[config.mk]
export PLATFORM = sky130hd
export DESIGN_NAME = hid_interrupt_in_endpoint_finder
export DESIGN_NICKNAME = d
export VERILOG_FILES = /design/src/hief_pkg.sv /design/src/hief_in_stage.sv /design/src/hief_walker.sv /design/src/hief_out_stage.sv /design/src/hid_interrupt_in_endpoint_finder.sv
export SDC_FILE = /design/constraint.sdc
export NUM_CORES = 1
export LEC_CHECK = 0
export ABC_AREA = 1
export BUFFER_PORTS_ARGS = -buffer_cell sky130_fd_sc_hd__buf_2
export CAP_MARGIN = 10
export CORE_MARGIN = 4
export CORE_UTILIZATION = 45
export DETAILED_ROUTE_END_ITERATION = 16
export GPL_TIMING_DRIVEN = 1
export HOLD_SLACK_MARGIN = 0.1
export PLACE_DENSITY = 0.65
export SLEW_MARGIN = 20
export SYNTH_ARGS = -nofsm -noshare
export SYNTH_HDL_FRONTEND = slang
export SYNTH_HIERARCHICAL = 1
export SYNTH_SLANG_ARGS = --single-unit
[constraint.sdc]
create_clock -name clk -period 9.7 [get_ports clk]
set_input_delay 0 -clock clk [delete_from_list [all_inputs] [get_ports clk]]
set_output_delay 0 -clock clk [all_outputs]
set_load 0.005 [all_outputs]
[src/hief_pkg.sv]
package hief_pkg;

	// Byte positions inside the configuration descriptor header.
	localparam logic [15:0] HDR_POS_LENGTH   = 16'd0;
	localparam logic [15:0] HDR_POS_TYPE     = 16'd1;
	localparam logic [15:0] HDR_POS_TOTAL_LO = 16'd2;
	localparam logic [15:0] HDR_POS_TOTAL_HI = 16'd3;

	// Byte offsets inside one length/type record.
	localparam logic [15:0] REC_OFF_LENGTH = 16'd0;
	localparam logic [15:0] REC_OFF_TYPE   = 16'd1;
	localparam logic [15:0] REC_OFF_BYTE2  = 16'd2;
	localparam logic [15:0] REC_OFF_BYTE3  = 16'd3;
	localparam logic [15:0] REC_OFF_BYTE4  = 16'd4;
	localparam logic [15:0] REC_OFF_BYTE5  = 16'd5;

	localparam logic [15:0] POS_MAX             = 16'hFFFF;
	localparam logic [7:0]  HEADER_MIN_LEN      = 8'd4;
	localparam logic [7:0]  MIN_RECORD_LEN      = 8'd2;
	localparam logic [7:0]  IFACE_DESC_LEN      = 8'd9;
	localparam logic [7:0]  EP_DESC_LEN         = 8'd7;
	localparam logic [7:0]  DESC_TYPE_INTERFACE = 8'h04;
	localparam logic [7:0]  DESC_TYPE_ENDPOINT  = 8'h05;
	localparam logic [7:0]  HID_CLASS_CODE      = 8'h03;
	localparam logic [1:0]  XFER_INTERRUPT      = 2'd3;

	typedef enum logic [1:0] {
		OUTCOME_FOUND     = 2'd0,
		OUTCOME_NOT_FOUND = 2'd1,
		OUTCOME_MALFORMED = 2'd2
	} outcome_t;

	typedef struct packed {
		logic [7:0] data_byte;
		logic       start_of_set;
		logic       last_byte;
	} in_item_t;

	typedef struct packed {
		outcome_t    outcome;
		logic [7:0]  interface_number;
		logic [7:0]  alternate_setting;
		logic [7:0]  endpoint_address;
		logic [10:0] max_packet_size;
	} result_t;

	typedef struct packed {
		logic    emit;
		result_t result;
	} walk_out_t;

endpackage

[src/hief_in_stage.sv]
module hief_in_stage (
	input  logic               clk,
	input  logic               arst_n,
	input  logic               s_tvalid,
	output logic               s_tready,
	input  logic [7:0]         s_tdata,   // data_byte [7:0]
	input  logic               s_tlast,   // last_byte
	input  logic               s_tuser,   // start_of_set
	input  logic               advance,
	output logic               valid_s1,
	output hief_pkg::in_item_t item_s1
);

	logic valid_q;

	// The stage frees up when its byte moves into the walker in the same cycle.
	assign s_tready = !valid_q || advance;

	always_ff @(posedge clk or negedge arst_n) begin
		if (!arst_n) begin
			valid_q <= 1'b0;
		end else if (s_tvalid && s_tready) begin
			valid_q <= 1'b1;
		end else if (advance) begin
			valid_q <= 1'b0;
		end
	end

	always_ff @(posedge clk) begin
		if (s_tvalid && s_tready) begin
			item_s1.data_byte    <= s_tdata;
			item_s1.start_of_set <= s_tuser;
			item_s1.last_byte    <= s_tlast;
		end
	end

	assign valid_s1 = valid_q;

endmodule

[src/hief_walker.sv]
module hief_walker (
	input  logic                clk,
	input  logic                arst_n,
	input  logic                en,
	input  hief_pkg::in_item_t  item,
	output hief_pkg::walk_out_t walk
);

	logic [15:0] pos_q, total_q, rec_start_q;
	logic [7:0]  hdr_len_q, rec_len_q, rec_type_q;
	logic        if_valid_q, decided_q;
	logic [7:0]  if_class_q, if_num_q, if_alt_q;
	logic [7:0]  pend_num_q, pend_alt_q, pend_class_q;
	logic [7:0]  ep_addr_q;
	logic [1:0]  ep_xfer_q;
	logic [10:0] ep_mps_q;

	// State as seen by this byte: a start of set restarts the walk.
	logic [15:0] cur_pos, cur_total, cur_rec_start;
	logic [7:0]  cur_hdr_len, cur_rec_len, cur_rec_type;
	logic        cur_if_valid, cur_decided;
	logic [7:0]  cur_if_class, cur_if_num, cur_if_alt;
	logic [7:0]  cur_pend_num, cur_pend_alt, cur_pend_class;
	logic [7:0]  cur_ep_addr;
	logic [1:0]  cur_ep_xfer;
	logic [10:0] cur_ep_mps;

	logic [15:0] nxt_pos, nxt_total, nxt_rec_start;
	logic [7:0]  nxt_hdr_len, nxt_rec_len, nxt_rec_type;
	logic        nxt_if_valid, nxt_decided;
	logic [7:0]  nxt_if_class, nxt_if_num, nxt_if_alt;
	logic [7:0]  nxt_pend_num, nxt_pend_alt, nxt_pend_class;
	logic [7:0]  nxt_ep_addr;
	logic [1:0]  nxt_ep_xfer;
	logic [10:0] nxt_ep_mps;

	logic [15:0] off;
	logic [15:0] total_new;
	logic [16:0] rec_end;
	logic        emit;
	logic        found;
	logic        malformed;
	hief_pkg::result_t result;

	always_comb begin
		if (item.start_of_set) begin
			cur_pos        = '0;
			cur_total      = '0;
			cur_rec_start  = '0;
			cur_hdr_len    = '0;
			cur_rec_len    = '0;
			cur_rec_type   = '0;
			cur_if_valid   = 1'b0;
			cur_decided    = 1'b0;
			cur_if_class   = '0;
			cur_if_num     = '0;
			cur_if_alt     = '0;
			cur_pend_num   = '0;
			cur_pend_alt   = '0;
			cur_pend_class = '0;
			cur_ep_addr    = '0;
			cur_ep_xfer    = '0;
			cur_ep_mps     = '0;
		end else begin
			cur_pos        = pos_q;
			cur_total      = total_q;
			cur_rec_start  = rec_start_q;
			cur_hdr_len    = hdr_len_q;
			cur_rec_len    = rec_len_q;
			cur_rec_type   = rec_type_q;
			cur_if_valid   = if_valid_q;
			cur_decided    = decided_q;
			cur_if_class   = if_class_q;
			cur_if_num     = if_num_q;
			cur_if_alt     = if_alt_q;
			cur_pend_num   = pend_num_q;
			cur_pend_alt   = pend_alt_q;
			cur_pend_class = pend_class_q;
			cur_ep_addr    = ep_addr_q;
			cur_ep_xfer    = ep_xfer_q;
			cur_ep_mps     = ep_mps_q;
		end
	end

	always_comb begin
		nxt_pos        = cur_pos;
		nxt_total      = cur_total;
		nxt_rec_start  = cur_rec_start;
		nxt_hdr_len    = cur_hdr_len;
		nxt_rec_len    = cur_rec_len;
		nxt_rec_type   = cur_rec_type;
		nxt_if_valid   = cur_if_valid;
		nxt_decided    = cur_decided;
		nxt_if_class   = cur_if_class;
		nxt_if_num     = cur_if_num;
		nxt_if_alt     = cur_if_alt;
		nxt_pend_num   = cur_pend_num;
		nxt_pend_alt   = cur_pend_alt;
		nxt_pend_class = cur_pend_class;
		nxt_ep_addr    = cur_ep_addr;
		nxt_ep_xfer    = cur_ep_xfer;
		nxt_ep_mps     = cur_ep_mps;

		off       = cur_pos - cur_rec_start;
		total_new = {item.data_byte, cur_total[7:0]};
		rec_end   = {1'b0, cur_rec_start} + {9'd0, cur_rec_len};
		emit      = 1'b0;
		found     = 1'b0;
		malformed = 1'b0;

		result.outcome           = hief_pkg::OUTCOME_NOT_FOUND;
		result.interface_number  = '0;
		result.alternate_setting = '0;
		result.endpoint_address  = '0;
		result.max_packet_size   = '0;

		if (!cur_decided) begin
			if (cur_pos == hief_pkg::HDR_POS_LENGTH) begin
				nxt_hdr_len = item.data_byte;
				if (item.data_byte < hief_pkg::HEADER_MIN_LEN) begin
					emit = 1'b1;
				end
			end else if (cur_pos == hief_pkg::HDR_POS_TYPE) begin
				nxt_hdr_len = cur_hdr_len;
			end else if (cur_pos == hief_pkg::HDR_POS_TOTAL_LO) begin
				nxt_total = {8'd0, item.data_byte};
			end else if (cur_pos == hief_pkg::HDR_POS_TOTAL_HI) begin
				nxt_total     = total_new;
				nxt_rec_start = {8'd0, cur_hdr_len};
				// The body must hold at least one record header.
				if ({1'b0, total_new} <
						({9'd0, cur_hdr_len} + {9'd0, hief_pkg::MIN_RECORD_LEN})) begin
					emit = 1'b1;
				end
			end else if (cur_pos >= cur_rec_start) begin
				if (off == hief_pkg::REC_OFF_LENGTH) begin
					nxt_rec_len = item.data_byte;
				end else begin
					if (off == hief_pkg::REC_OFF_TYPE) begin
						nxt_rec_type = item.data_byte;
						if (cur_rec_len < hief_pkg::MIN_RECORD_LEN ||
								rec_end > {1'b0, cur_total}) begin
							emit           = 1'b1;
							malformed      = 1'b1;
							result.outcome = hief_pkg::OUTCOME_MALFORMED;
						end
					end
					if (!malformed) begin
						case (off)
							hief_pkg::REC_OFF_BYTE2: begin
								nxt_pend_num = item.data_byte;
								nxt_ep_addr  = item.data_byte;
							end
							hief_pkg::REC_OFF_BYTE3: begin
								nxt_pend_alt = item.data_byte;
								nxt_ep_xfer  = item.data_byte[1:0];
							end
							hief_pkg::REC_OFF_BYTE4: begin
								nxt_ep_mps[7:0] = item.data_byte;
							end
							hief_pkg::REC_OFF_BYTE5: begin
								nxt_pend_class   = item.data_byte;
								nxt_ep_mps[10:8] = item.data_byte[2:0];
							end
							default: begin
								nxt_ep_mps = cur_ep_mps;
							end
						endcase

						// Last byte of a well-formed record.
						if (({1'b0, off} + 17'd1) == {9'd0, cur_rec_len}) begin
							if (nxt_rec_type == hief_pkg::DESC_TYPE_INTERFACE &&
									cur_rec_len >= hief_pkg::IFACE_DESC_LEN) begin
								nxt_if_valid = 1'b1;
								nxt_if_num   = nxt_pend_num;
								nxt_if_alt   = nxt_pend_alt;
								nxt_if_class = nxt_pend_class;
							end else if (nxt_rec_type == hief_pkg::DESC_TYPE_ENDPOINT &&
									cur_if_valid &&
									cur_rec_len >= hief_pkg::EP_DESC_LEN &&
									cur_if_class == hief_pkg::HID_CLASS_CODE &&
									nxt_ep_xfer == hief_pkg::XFER_INTERRUPT &&
									nxt_ep_addr[7]) begin
								found = 1'b1;
							end

							if (found) begin
								emit                     = 1'b1;
								result.outcome           = hief_pkg::OUTCOME_FOUND;
								result.interface_number  = cur_if_num;
								result.alternate_setting = cur_if_alt;
								result.endpoint_address  = nxt_ep_addr;
								result.max_packet_size   = nxt_ep_mps;
							end else begin
								nxt_rec_start = rec_end[15:0];
								// A record that passed the overrun check ends within the set.
								if (({1'b0, cur_total} - rec_end) <
										{9'd0, hief_pkg::MIN_RECORD_LEN}) begin
									emit = 1'b1;
								end
							end
						end
					end
				end
			end

			if (cur_pos != hief_pkg::POS_MAX) begin
				nxt_pos = cur_pos + 16'd1;
			end

			// An early end of input closes an undecided walk.
			if (item.last_byte) begin
				emit = 1'b1;
			end
			if (emit) begin
				nxt_decided = 1'b1;
			end
		end
	end

	always_ff @(posedge clk or negedge arst_n) begin
		if (!arst_n) begin
			pos_q        <= '0;
			total_q      <= '0;
			rec_start_q  <= '0;
			hdr_len_q    <= '0;
			rec_len_q    <= '0;
			rec_type_q   <= '0;
			if_valid_q   <= 1'b0;
			decided_q    <= 1'b1;
			if_class_q   <= '0;
			if_num_q     <= '0;
			if_alt_q     <= '0;
			pend_num_q   <= '0;
			pend_alt_q   <= '0;
			pend_class_q <= '0;
			ep_addr_q    <= '0;
			ep_xfer_q    <= '0;
			ep_mps_q     <= '0;
		end else if (en) begin
			pos_q        <= nxt_pos;
			total_q      <= nxt_total;
			rec_start_q  <= nxt_rec_start;
			hdr_len_q    <= nxt_hdr_len;
			rec_len_q    <= nxt_rec_len;
			rec_type_q   <= nxt_rec_type;
			if_valid_q   <= nxt_if_valid;
			decided_q    <= nxt_decided;
			if_class_q   <= nxt_if_class;
			if_num_q     <= nxt_if_num;
			if_alt_q     <= nxt_if_alt;
			pend_num_q   <= nxt_pend_num;
			pend_alt_q   <= nxt_pend_alt;
			pend_class_q <= nxt_pend_class;
			ep_addr_q    <= nxt_ep_addr;
			ep_xfer_q    <= nxt_ep_xfer;
			ep_mps_q     <= nxt_ep_mps;
		end
	end

	assign walk.emit   = emit;
	assign walk.result = result;

	// Every decision leaves the walker idle.
	a_emit_decides: assert property (@(posedge clk) disable iff (!arst_n)
		en && emit |=> decided_q)
		else $error("walker emitted a result but did not go idle");

	// An idle walker stays silent until the next start of set.
	a_idle_silent: assert property (@(posedge clk) disable iff (!arst_n)
		en && decided_q && !item.start_of_set |-> !emit)
		else $error("walker emitted a result while idle");

	// A match is always an IN endpoint.
	a_found_is_in: assert property (@(posedge clk) disable iff (!arst_n)
		en && emit && result.outcome == hief_pkg::OUTCOME_FOUND |-> result.endpoint_address[7])
		else $error("found endpoint is not an IN endpoint");

endmodule

[src/hief_out_stage.sv]
module hief_out_stage (
	input  logic                clk,
	input  logic                arst_n,
	input  logic                load,
	input  hief_pkg::result_t   result,
	output logic                m_tvalid,
	input  logic                m_tready,
	output logic [39:0]         m_tdata,   // outcome [1:0], interface_number [9:2],
	                                       // alternate_setting [17:10],
	                                       // endpoint_address [25:18],
	                                       // max_packet_size [36:26], zero [39:37]
	output logic                free
);

	logic              valid_q;
	hief_pkg::result_t result_q;

	// A new result may be written when the register is empty or is being taken.
	assign free = !valid_q || m_tready;

	always_ff @(posedge clk or negedge arst_n) begin
		if (!arst_n) begin
			valid_q <= 1'b0;
		end else if (load) begin
			valid_q <= 1'b1;
		end else if (m_tready) begin
			valid_q <= 1'b0;
		end
	end

	always_ff @(posedge clk) begin
		if (load) begin
			result_q <= result;
		end
	end

	assign m_tvalid = valid_q;
	assign m_tdata  = {3'd0, result_q.max_packet_size, result_q.endpoint_address,
		result_q.alternate_setting, result_q.interface_number, result_q.outcome};

endmodule

[src/hid_interrupt_in_endpoint_finder.sv]
// Finds the first interrupt IN endpoint of a HID interface in a USB configuration
// descriptor set that arrives one byte per transfer.
//
// Input channel (s_*): one descriptor byte per transfer in s_tdata. s_tuser marks the
// first byte of a set and restarts the walk; s_tlast marks the final supplied byte and
// closes an undecided walk with a not-found result.
// Output channel (m_*): at most one result per set, carrying the outcome (found, end
// without match, malformed record) with interface number, alternate setting, endpoint
// address and max packet size; the last four are zero unless found.
//
// The deciding byte passes from the input register through the walker into the result
// register, which drives m_tvalid. One byte is taken every cycle unless the receiver
// stalls: an input register feeds a walker that updates its record tracking state as
// each byte is taken, and the result register follows. When the receiver stalls with
// a result waiting, the walker holds; s_tready falls once the input register is full.
// After reset the block is idle: bytes are accepted and dropped until a start of set.
// Bytes after a decision are dropped the same way.
module hid_interrupt_in_endpoint_finder (
	input  logic        clk,
	input  logic        arst_n,
	input  logic        s_tvalid,
	output logic        s_tready,
	input  logic [7:0]  s_tdata,   // data_byte [7:0]
	input  logic        s_tlast,   // last_byte
	input  logic        s_tuser,   // start_of_set
	output logic        m_tvalid,
	input  logic        m_tready,
	output logic [39:0] m_tdata    // outcome [1:0], interface_number [9:2],
	                               // alternate_setting [17:10], endpoint_address [25:18],
	                               // max_packet_size [36:26], zero [39:37]
);

	logic                valid_s1;
	hief_pkg::in_item_t  item_s1;
	hief_pkg::walk_out_t walk;
	logic                out_free;
	logic                advance;
	logic                walk_en;

	assign advance = out_free;
	assign walk_en = valid_s1 && advance;

	hief_in_stage u_in_stage (
		.clk      (clk),
		.arst_n   (arst_n),
		.s_tvalid (s_tvalid),
		.s_tready (s_tready),
		.s_tdata  (s_tdata),
		.s_tlast  (s_tlast),
		.s_tuser  (s_tuser),
		.advance  (advance),
		.valid_s1 (valid_s1),
		.item_s1  (item_s1)
	);

	hief_walker u_walker (
		.clk    (clk),
		.arst_n (arst_n),
		.en     (walk_en),
		.item   (item_s1),
		.walk   (walk)
	);

	hief_out_stage u_out_stage (
		.clk      (clk),
		.arst_n   (arst_n),
		.load     (walk_en && walk.emit),
		.result   (walk.result),
		.m_tvalid (m_tvalid),
		.m_tready (m_tready),
		.m_tdata  (m_tdata),
		.free     (out_free)
	);

endmodule
# Word level (Yosys, flattened, before mapping)
# Index checks and enable logic that the tools add are counted.
[word_totals] inputBits=14 regBits=192 output_inout_bits=42 elab_cells=293
[classes] n_lt_le_gt_ge=8 bitwise_logic=3 addsub=6 mux=215 n_eq_ne=14 reduce_logical=20
[ops] op="$mux 8" count=109
[ops] op="$mux 16" count=20
[ops] op="$mux 37" count=3
[ops] op="$mux 11" count=9
[ops] op="$eq 16x2->1 const B" count=4
[ops] op="$mux 1" count=53
[ops] op="$mux 2" count=20
[ops] op="$eq 16x1->1 const B" count=2
[ops] op="$eq 16x3->1 const B" count=2
[ops] op="$logic_not 16->1" count=2
[ops] op="$add 16x1->17 const B" count=1
[ops] op="$add 16x8->17" count=1
[ops] op="$eq 17x8->1" count=1
[ops] op="$gt 17x16->1" count=1
[ops] op="$lt 16x17->1" count=1
[ops] op="$lt 17x2->1 const B" count=1
[ops] op="$sub 16x17->17" count=1
[ops] op="$add 16x1->16 const B" count=1
[ops] op="$eq 8x3->1 const B" count=2
[ops] op="$ge 16x16->1" count=1
[ops] op="$ne 16x16->1 const B" count=1
[ops] op="$sub 16x16->16" count=1
[ops] op="$reduce_or 10->1" count=1
[ops] op="$add 8x2->9 const B" count=1
[ops] op="13 further kinds" count=27

# Longest topological paths before layout
# Gate-level depths: netlist of the first run.
[logic_depth] depth_word=49 ltp_mapped=41 depth_no_buf=37

# Modules after synthesis
# The synthesis of the first run kept the hierarchy.
[modules_own_cells] mod="hief_walker" area_per_inst_um2=13631.8 cells_per_inst=2226 n_inst=1 seq_area_each_um2=3579.7
[modules_own_cells] mod="hief_out_stage" area_per_inst_um2=1182.4 cells_per_inst=46 n_inst=1 seq_area_each_um2=1136.1
[modules_own_cells] mod="hief_in_stage" area_per_inst_um2=345.3 cells_per_inst=16 n_inst=1 seq_area_each_um2=325.3
[modules_own_cells] mod="hid_interrupt_in_endpoint_finder" area_per_inst_um2=17.5 cells_per_inst=4 n_inst=1 seq_area_each_um2=0.0

# Least setup slack after synthesis of the first run
# OpenSTA, ideal clock, no wires.
[synth_timing] kind="register to register" start="register u_in_stage/item_s1[1] (netlist name)" end="register u_out_stage.result_q, in the netlist u_out_stage/m_tdata[0], enable pin" slack_ns=3.292 arrival_ns=6.006 setup_ns=0.403 n_path_buf=7 stages_incl_launch_ff=40 period_less_slack_ns=6.408 t_required_ns=9.297 cell_sequence="edfxtp_1 > buf_6 > buf_2 > buf_2 > buf_1 > clkbuf_1 > clkbuf_1 > nor2_1 > ha_1 > ha_1 > or2_2 > nand4_1 > nand2_1 > inv_1 > o21ai_1 > nand2_1 > nor3_2 > or2_2 > [4 not listed] > a21oi_1 > nand2_1 > nand3_1 > nand2_1 > nand2_1 > nand2_1 > nor2_1 > nand4_1 > nor2_1 > nand4_1 > nand3_1 > nand2_1 > nand2_1 > nand2_1 > a21oi_1 > buf_4 > inv_1 > nor2_2"
[synth_between] elab_chain_cells=41 word_cells_on_any_way=104 cone_classes="add/sub: 5; order compare: 7; eq/ne: 11; mux: 71; reduce/logical: 10"
[synth_lines] item="$mux 16" line_no="hief_walker.sv:46" text="if (item.start_of_set) begin"
[synth_lines] item="$sub 16x16->16" line_no="hief_walker.sv:104" text="off = cur_pos - cur_rec_start;"
[synth_lines] item="$eq 16x1->1" line_no="hief_walker.sv:139" text="if (off == hief_pkg::REC_OFF_TYPE) begin"
[synth_lines] item="$mux 8" line_no="hief_walker.sv:139"
[synth_lines] item="$mux 8" line_no="hief_walker.sv:136" text="if (off == hief_pkg::REC_OFF_LENGTH) begin"
[synth_lines] item="$mux 8" line_no="hief_walker.sv:135" text="end else if (cur_pos >= cur_rec_start) begin"
[synth_lines] item="$mux 8" line_no="hief_walker.sv:127" text="end else if (cur_pos == hief_pkg::HDR_POS_TOTAL_HI) begin"
[synth_lines] item="$mux 8" line_no="hief_walker.sv:125" text="end else if (cur_pos == hief_pkg::HDR_POS_TOTAL_LO) begin"
[synth_lines] item="[26 not listed]"
[synth_lines] item="$mux 1" line_no="hief_walker.sv:125"
[synth_lines] item="$mux 1" line_no="hief_walker.sv:123" text="end else if (cur_pos == hief_pkg::HDR_POS_TYPE) begin"
[synth_lines] item="$mux 1" line_no="hief_walker.sv:118" text="if (cur_pos == hief_pkg::HDR_POS_LENGTH) begin"
[synth_lines] item="$mux 1" line_no="hief_walker.sv:212" text="if (item.last_byte) begin"
[synth_lines] item="$mux 1" line_no="hief_walker.sv:117" text="if (!cur_decided) begin"
[synth_lines] item="$mux 1 (*)" line_no="hief_walker.sv:117"
[synth_lines] item="net u_walker.emit" line_no="hief_walker.sv:40" text="logic emit;"
[synth_lines] item="$logic_and 1x1->1 (*)" line_no="hid_interrupt_in_endpoint_finder.sv:67" text=".load (walk_en && walk.emit),"
[synth_lines] item="end signal: assignment" line_no="hief_out_stage.sv:33" text="result_q <= result;"
[synth_lines] item="end: declaration" line_no="hief_out_stage.sv:16" text="hief_pkg::result_t result_q;"
# Mark *: on every way through the listed nets, which the timed path passes. The rest lies on a longest branch. The select of a mux whose other input is x is not followed.
# A chain may end at the register's enable or synchronous reset.

# Worst setup path in the final report of the first run
[layout_timing] start="register u_in_stage/item_s1[1] (netlist name)" end="register u_out_stage.result_q, in the netlist u_out_stage/m_tdata[23] (data pin)"
[layout_between] elab_chain_cells=30 word_cells_on_any_way=88 cone_classes="add/sub: 3; order compare: 5; eq/ne: 11; mux: 56; bitwise: 3; reduce/logical: 10"
[layout_lines] item="$mux 16" line_no="hief_walker.sv:46"
[layout_lines] item="$sub 16x16->16" line_no="hief_walker.sv:104"
[layout_lines] item="$eq 16x1->1" line_no="hief_walker.sv:139"
[layout_lines] item="$mux 8" line_no="hief_walker.sv:139"
[layout_lines] item="$mux 8" line_no="hief_walker.sv:136"
[layout_lines] item="$mux 8" line_no="hief_walker.sv:135"
[layout_lines] item="$mux 8" line_no="hief_walker.sv:127"
[layout_lines] item="$mux 8" line_no="hief_walker.sv:125"
[layout_lines] item="[14 not listed]"
[layout_lines] item="$mux 1" line_no="hief_walker.sv:135"
[layout_lines] item="$mux 1" line_no="hief_walker.sv:127"
[layout_lines] item="$mux 1" line_no="hief_walker.sv:125"
[layout_lines] item="$mux 1" line_no="hief_walker.sv:123"
[layout_lines] item="$mux 1" line_no="hief_walker.sv:118"
[layout_lines] item="$mux 1" line_no="hief_walker.sv:117"
[layout_lines] item="$not 1->1 (no source line)"
[layout_lines] item="$reduce_or 10->1 (no source line)"
# Several ways; a longest one is shown, not always the timed one. The select of a mux whose other input is x is not followed.

==> results_dict.tcl, run 1 <==
set metrics [dict create \
    status "finished, final reports clean" \
    routed_via_density 5.69 \
    r2r_cells 31 \
    yosysWarnings 6 \
    p_int_mw 2.00 \
    cts_max_path_buffers 2 \
    relSlewSlack 0.299 \
    clkTransAtPathRegs_ps 80 \
    synth_cells 2292 \
    min_path_type "in -> async" \
    start_kind "flip-flop" \
    top_layer "met5" \
    power_frac_seq 0.299 \
    vdd_ir_drop_max_mv 0.157 \
    antenna_found_initial 2 \
    grt-ovfl-total 0 \
    multi_input_area_um2 8620 \
    grt_start_max_net_pins 82 \
    synthArstFlopShare 0.755 \
    wl_met2_um 21800 \
    pwr-share-clk 0.201 \
    grtUsageTotal 0.274 \
    path_max_fanout 77 \
    die_y_um 192 \
    rr_endpoint "u_out_stage/m_tdata[23]" \
    core.rowCount 66 \
    crit_path_top_delay_cell "nand2_1" \
    dieArea_um2 36700 \
    final-setup-viol-count 0 \
    crit_arrival_ps 6880 \
    ant_nets 0 \
    syn_area_per_cell_um2 6.62 \
    leakage_nw 7.94 \
    utilization 0.503 \
    critPathMaxStageDelay_ps 590 \
    dp_slack_ps 3170 \
    gp_congestion 0.956 \
    synth-edff-count 47 \
    insertion_delay_ps 470 \
    ctsRootBufferMaster "clkbuf_16" \
    max_freq_mhz 150 \
    clock_sinks 192 \
    met3_length_um 4800 \
    fin_skew_ps 21.2 \
    critPathKind "reg -> reg" \
    drc_errors 0 \
    grt_setup_unrepaired "false" \
    ys_ff_latch 192 \
    n_antenna_cell 0 \
    drv_slew 0 \
    initial_core_util 0.462 \
    switchingPower_mw 1.80 \
    layout_setup_ws_ps 3030 \
    fin_crit_ps 6670 \
    r2r_slack_ps 3030 \
    cts_tree "done" \
    crit_top_cell "nand2_1" \
    final_cell_mix "604 x nand2_1, 285 x inv_1, 264 x nor2_1" \
    combPwrFrac 0.500 \
    swShare 0.473 \
    final_layout_size_suffix_gt1_frac 0.0861 \
    period_share 0.688 \
    cts_made_buffers 17 \
    reg2reg_from "u_in_stage/item_s1[1]" \
    setup_tns_ps 0 \
    drtIter0Drc 1620 \
    cp.required_ps 9900 \
    worst_hold_slack_ps 157 \
    synth-seq-area-share 0.332 \
    ys_types 55 \
    grt_pass1_wl_um 79200 \
    end_kind "flip-flop" \
    via_count 15700 \
    seq_area_um2 5040 \
    n_fill_cell 3404 \
    first_global_vias 14400 \
    hold_viol_final 0 \
    cap_violations 0 \
    wl_per_cell_um 18.1 \
    h-tree-depth 4 \
    core_um2 32900 \
    pin_count 56 \
    m1WireLength_um 22300 \
    synth_flop_cell "dfrtp_1" \
    final_common_cell "nand2_1" \
    nets 2376 \
    die_w_um 192 \
    syn-cell-area_um2 15200 \
    wl_um 49900 \
    hpwl_um 36200 \
    firstDrtPassIters 9 \
    power.density_nw_per_um2 230 \
    port_buffers 52 \
    syn_to_final_growth_pct 9.02 \
    tightest_slew_ps 1050 \
]
worst max-delay path, delay by kind of cell, from the launching register on:
family | cells | cell delay (ps)
AND/OR/NAND/NOR | 18 | 3330
flip-flops | 1 | 330
buffers and inverters | 5 | 1330
adder cells (fa/ha/maj) | 3 | 710
AO/OA/AOI/OAI | 5 | 600
layout make-up:
class	instances	area share
Clock inverter	15	0.0125
Inverter	305	0.0697
Sequential cell	192	0.305
Tap cell	442	0.0334
Clock buffer	17	0.0257
Timing Repair Buffer	84	0.0327
Multi-Input combinational cell	1711	0.521
what timing repair did:
item / CTS / global route
hold endpoints to repair: 96 / 0
endpoints found under the setup margin: 0 / 0
hold buffers: 14 / 0
buffers inserted: 0 / 0
resized for setup: 0 / 0
Yosys cell counts, types with 4 or more instances:
cell type	instances	area share
a21oi_1	160	0.053
a21oi_2	8	0.0046
a221oi_1	8	0.0046
a22oi_1	19	0.0094
a31oi_1	29	0.012
buf_1	8	0.0020
buf_2	14	0.0046
buf_4	4	0.0020
clkbuf_1	57	0.014
dfrtp_1	144	0.24
edfxtp_1	47	0.093
ha_1	50	0.041
inv_1	286	0.071
inv_2	17	0.0042
nand2_1	604	0.15
nand2_2	20	0.0082
nand3_1	101	0.033
nand3_2	10	0.0066
nand3_4	5	0.0058
nand4_1	49	0.020
nor2_1	264	0.065
nor2_2	14	0.0058
nor2_4	5	0.0037
nor3_1	38	0.013
nor3_2	5	0.0033
nor4_1	12	0.0049
o211ai_1	5	0.0025
o21a_1	4	0.0020
o21ai_0	204	0.067
o21ai_1	11	0.0036
o21bai_1	4	0.0020
or2_2	5	0.0021
xnor2_1	12	0.0069
xor2_1	37	0.021
cells by family after synthesis:
group / after synthesis / share of synthesized area
AOI/OAI and AO/OA: 467 / 0.169
xor gates and xnor gates: 49 / 0.0283
adders and majority gates: 51 / 0.0425
buffers and inverters: 391 / 0.101
DFF: 192 / 0.332
other: 1 / 0.000247
and+or+nand+nor: 1141 / 0.327
routing by layer:
metal | GRT usage | vias up
li1 | - | 7557
met1 | 0.402 | 7393
met2 | 0.416 | 712
met3 | 0.0516 | 71
met4 | 0.0713 | 2
met5 | 0 | -
state kept, by name, indices dropped and copies added, names as in the netlist, 2 cells and up:
register               count
u_walker/if_alt_q          8
u_walker/if_class_q        8
u_walker/pend_alt_q        8
u_out_stage/m_tdata       37
u_walker/rec_type_q        8
u_walker/pend_class_q      8
u_walker/if_num_q          8
u_walker/total_q          16
u_walker/hdr_len_q         8
u_walker/pend_num_q        8
u_walker/rec_len_q         8
u_walker/ep_xfer_q         2
u_walker/ep_mps_q         11
u_walker/rec_start_q      16
u_walker/pos_q            16
u_in_stage/item_s1        10
u_walker/ep_addr_q         8
worst max-delay path by stage:
stage                                     start                 endpoint  slack, ps  depth (start not counted)
after CTS                 u_in_stage/item_s1[1]  u_out_stage/m_tdata[22]       3170                         31
after floorplan           u_in_stage/item_s1[1]   u_out_stage/m_tdata[0]       3290                         39
after global routing      u_in_stage/item_s1[1]  u_out_stage/m_tdata[23]       2370                         31
after detailed placement  u_in_stage/item_s1[1]  u_out_stage/m_tdata[25]       3170                         31
after global placement    u_in_stage/item_s1[1]  u_out_stage/m_tdata[25]       3350                         31
final                     u_in_stage/item_s1[1]  u_out_stage/m_tdata[23]       3030                         31
stage by stage:
step	total power [mW]	area, µm²	std cells
2_1_floorplan	2.52	15200	2294
3_3_place_gp	2.97	15800	2720
3_5_place_dp	3.00	15800	2720
4_1_cts	3.78	16500	2766
5_1_grt	4.10	16500	2766
6_report	3.80	16500	2766
power groups by stage:
stage | Combinational, mW | Clock, mW | Sequential [mW]
3_5_place_dp | 1.85 | 0 | 1.15
6_report | 1.90 | 0.766 | 1.14
5_1_grt | 2.14 | 0.808 | 1.16
4_1_cts | 1.87 | 0.781 | 1.13
2_1_floorplan | 1.40 | 0 | 1.12
3_3_place_gp | 1.82 | 0 | 1.14
No activity file was read; power rests on OpenSTA's default activity.
==> run 2: changes to the inputs <==
==> constraint.sdc (replaced) <==
create_clock -name clk -period 6.8 [get_ports clk]
set_input_delay 0 -clock clk [delete_from_list [all_inputs] [get_ports clk]]
set_output_delay 0 -clock clk [all_outputs]
set_load 0.005 [all_outputs]
==> run 2 against run 1 <==
Global-route usage fell by 0.28 points. Sequential share of layout area barely moved. Critical endpoint is now u_out_stage/m_tdata[24]. Sequential power rose by 43%.
==> results_dict.tcl, run 2 (same netlist as run 1, synthesis figures left out) <==
set metrics [dict create \
    status "finished, final reports clean" \
    port_buffers 52 \
    grt_pass1_wl_um 78100 \
    leakage_nw 7.93 \
    h-tree-depth 4 \
    ant_nets 0 \
    dieArea_um2 36700 \
    cap_violations 0 \
    cts_max_path_buffers 2 \
    via_count 15700 \
    antenna_found_initial 0 \
    dp_cells 2724 \
    largest_register_ffs 37 \
    syn_to_final_growth_pct 8.93 \
    swShare 0.478 \
    cts_tree "done" \
    tightest_slew_ps 1140 \
    critPathMaxStageDelay_ps 650 \
    fin_crit_ps 6060 \
    relSlewSlack 0.242 \
    layout_setup_ws_ps 740 \
    pwr-share-clk 0.187 \
    worstPathBufferInverterCount 3 \
    setup_tns_ps 0 \
    gp_congestion 0.939 \
    end_kind "flip-flop" \
    p_int_mw 2.79 \
    final_common_cell "nand2_1" \
    grtUsageTotal 0.271 \
    combPwrFrac 0.509 \
    cts_made_buffers 17 \
    cp_top_family "simple AND/OR/NAND/NOR gates" \
    clock_sinks 192 \
    crit_top_cell "nand2_1" \
    drtIter0Drc 1851 \
    first_global_vias 14100 \
    p_total_mw 5.35 \
    cp.required_ps 6990 \
    r2r_slack_ps 740 \
    core_um2 32900 \
    reg2reg_from "u_in_stage/item_s1[1]" \
    core.rowCount 66 \
    wl_per_cell_um 18.1 \
    switchingPower_mw 2.56 \
    vdd_ir_drop_max_mv 0.187 \
    start_kind "flip-flop" \
    fin_skew_ps 24.2 \
    path_max_fanout 22 \
    final_layout_size_suffix_gt1_frac 0.0868 \
    drv_slew 0 \
    critPathKind "reg -> reg" \
    period_share 0.891 \
    hpwl_um 36600 \
    max_freq_mhz 165 \
    nets 2380 \
    drc_errors 0 \
    crit_path_top_delay_cell "edfxtp_1" \
    rr_endpoint "u_out_stage/m_tdata[24]" \
    fin_cells 2771 \
    power_frac_seq 0.304 \
    power.density_nw_per_um2 323 \
    use_met2 0.402 \
    grt-ovfl-total 0 \
    dp_slack_ps 968 \
    grt_start_max_net_pins 88 \
    globalRouteMet3Util 0.0689 \
    ctsRootBufferMaster "clkbuf_16" \
    crit_arrival_ps 6250 \
    firstDrtPassIters 6 \
    hold_viol_final 0 \
    die_y_um 192 \
    wl_um 50200 \
    grtUsageMet1 0.393 \
    insertion_delay_ps 460 \
    grt_setup_unrepaired "false" \
    grt_busiest_layer "met2" \
    die_w_um 192 \
    routed_via_density 5.67 \
    r2r_cells 30 \
    min_path_type "in -> async" \
    worst_hold_slack_ps 206 \
    initial_core_util 0.462 \
    final_cell_mix "604 x nand2_1, 285 x inv_1, 264 x nor2_1" \
    clkTransAtPathRegs_ps 80 \
    pin_count 56 \
    final-setup-viol-count 0 \
]
[run 2: worst max-delay path by stage]
| stage | from | to | cells after the start |
|---|---|---|---|
| after CTS | u_in_stage/item_s1[1] | u_out_stage/m_tdata[24] | 31 |
| after global routing | u_in_stage/item_s1[1] | u_out_stage/m_tdata[24] | 30 |
| after global placement | u_in_stage/item_s1[1] | u_out_stage/m_tdata[36] | 35 |
| final | u_in_stage/item_s1[1] | u_out_stage/m_tdata[24] | 30 |
| after floorplan | u_in_stage/item_s1[1] | u_out_stage/m_tdata[0] | 39 |
| after detailed placement | u_in_stage/item_s1[1] | u_out_stage/m_tdata[24] | 31 |
[run 2: power groups by stage]
stage,combinational (mW),clock [mW],sequential (mW)
floorplan,2.00,0,1.60
global placement,2.62,0,1.64
detailed placement,2.66,0,1.64
CTS,2.68,1.02,1.62
global route,3.05,1.06,1.66
finish,2.72,0.999,1.63
[run 2: per-stage QoR]
step                      utilization  cell area (µm²)
after global routing            0.503            16500
after floorplan                     -            15200
final                           0.503            16500
after global placement          0.481            15800
after detailed placement        0.481            15800
after CTS                       0.503            16500
[run 2: repair_timing]
action / in CTS / in global routing
gates resized for setup: 0 / 0
endpoints found under the hold margin: 96 / 0
hold buffers: 14 / 0
buffers inserted: 0 / 0
[run 2: routing by layer]
metal	wire [µm]	vias to the layer above
li1	-	7567
met1	22500	7295
met2	21400	761
met3	5000	77
met4	1240	0
met5	0	-
[run 2: area by class of cell]
type / instances / area, µm²
Fill cell: 3332 / 16300
Multi-Input combinational cell: 1711 / 8620
Sequential cell: 192 / 5040
Inverter: 305 / 1150
Timing Repair Buffer: 88 / 584
Tap cell: 442 / 553
Clock buffer: 18 / 429
Clock inverter: 14 / 144
Antenna cell: 1 / 2.50
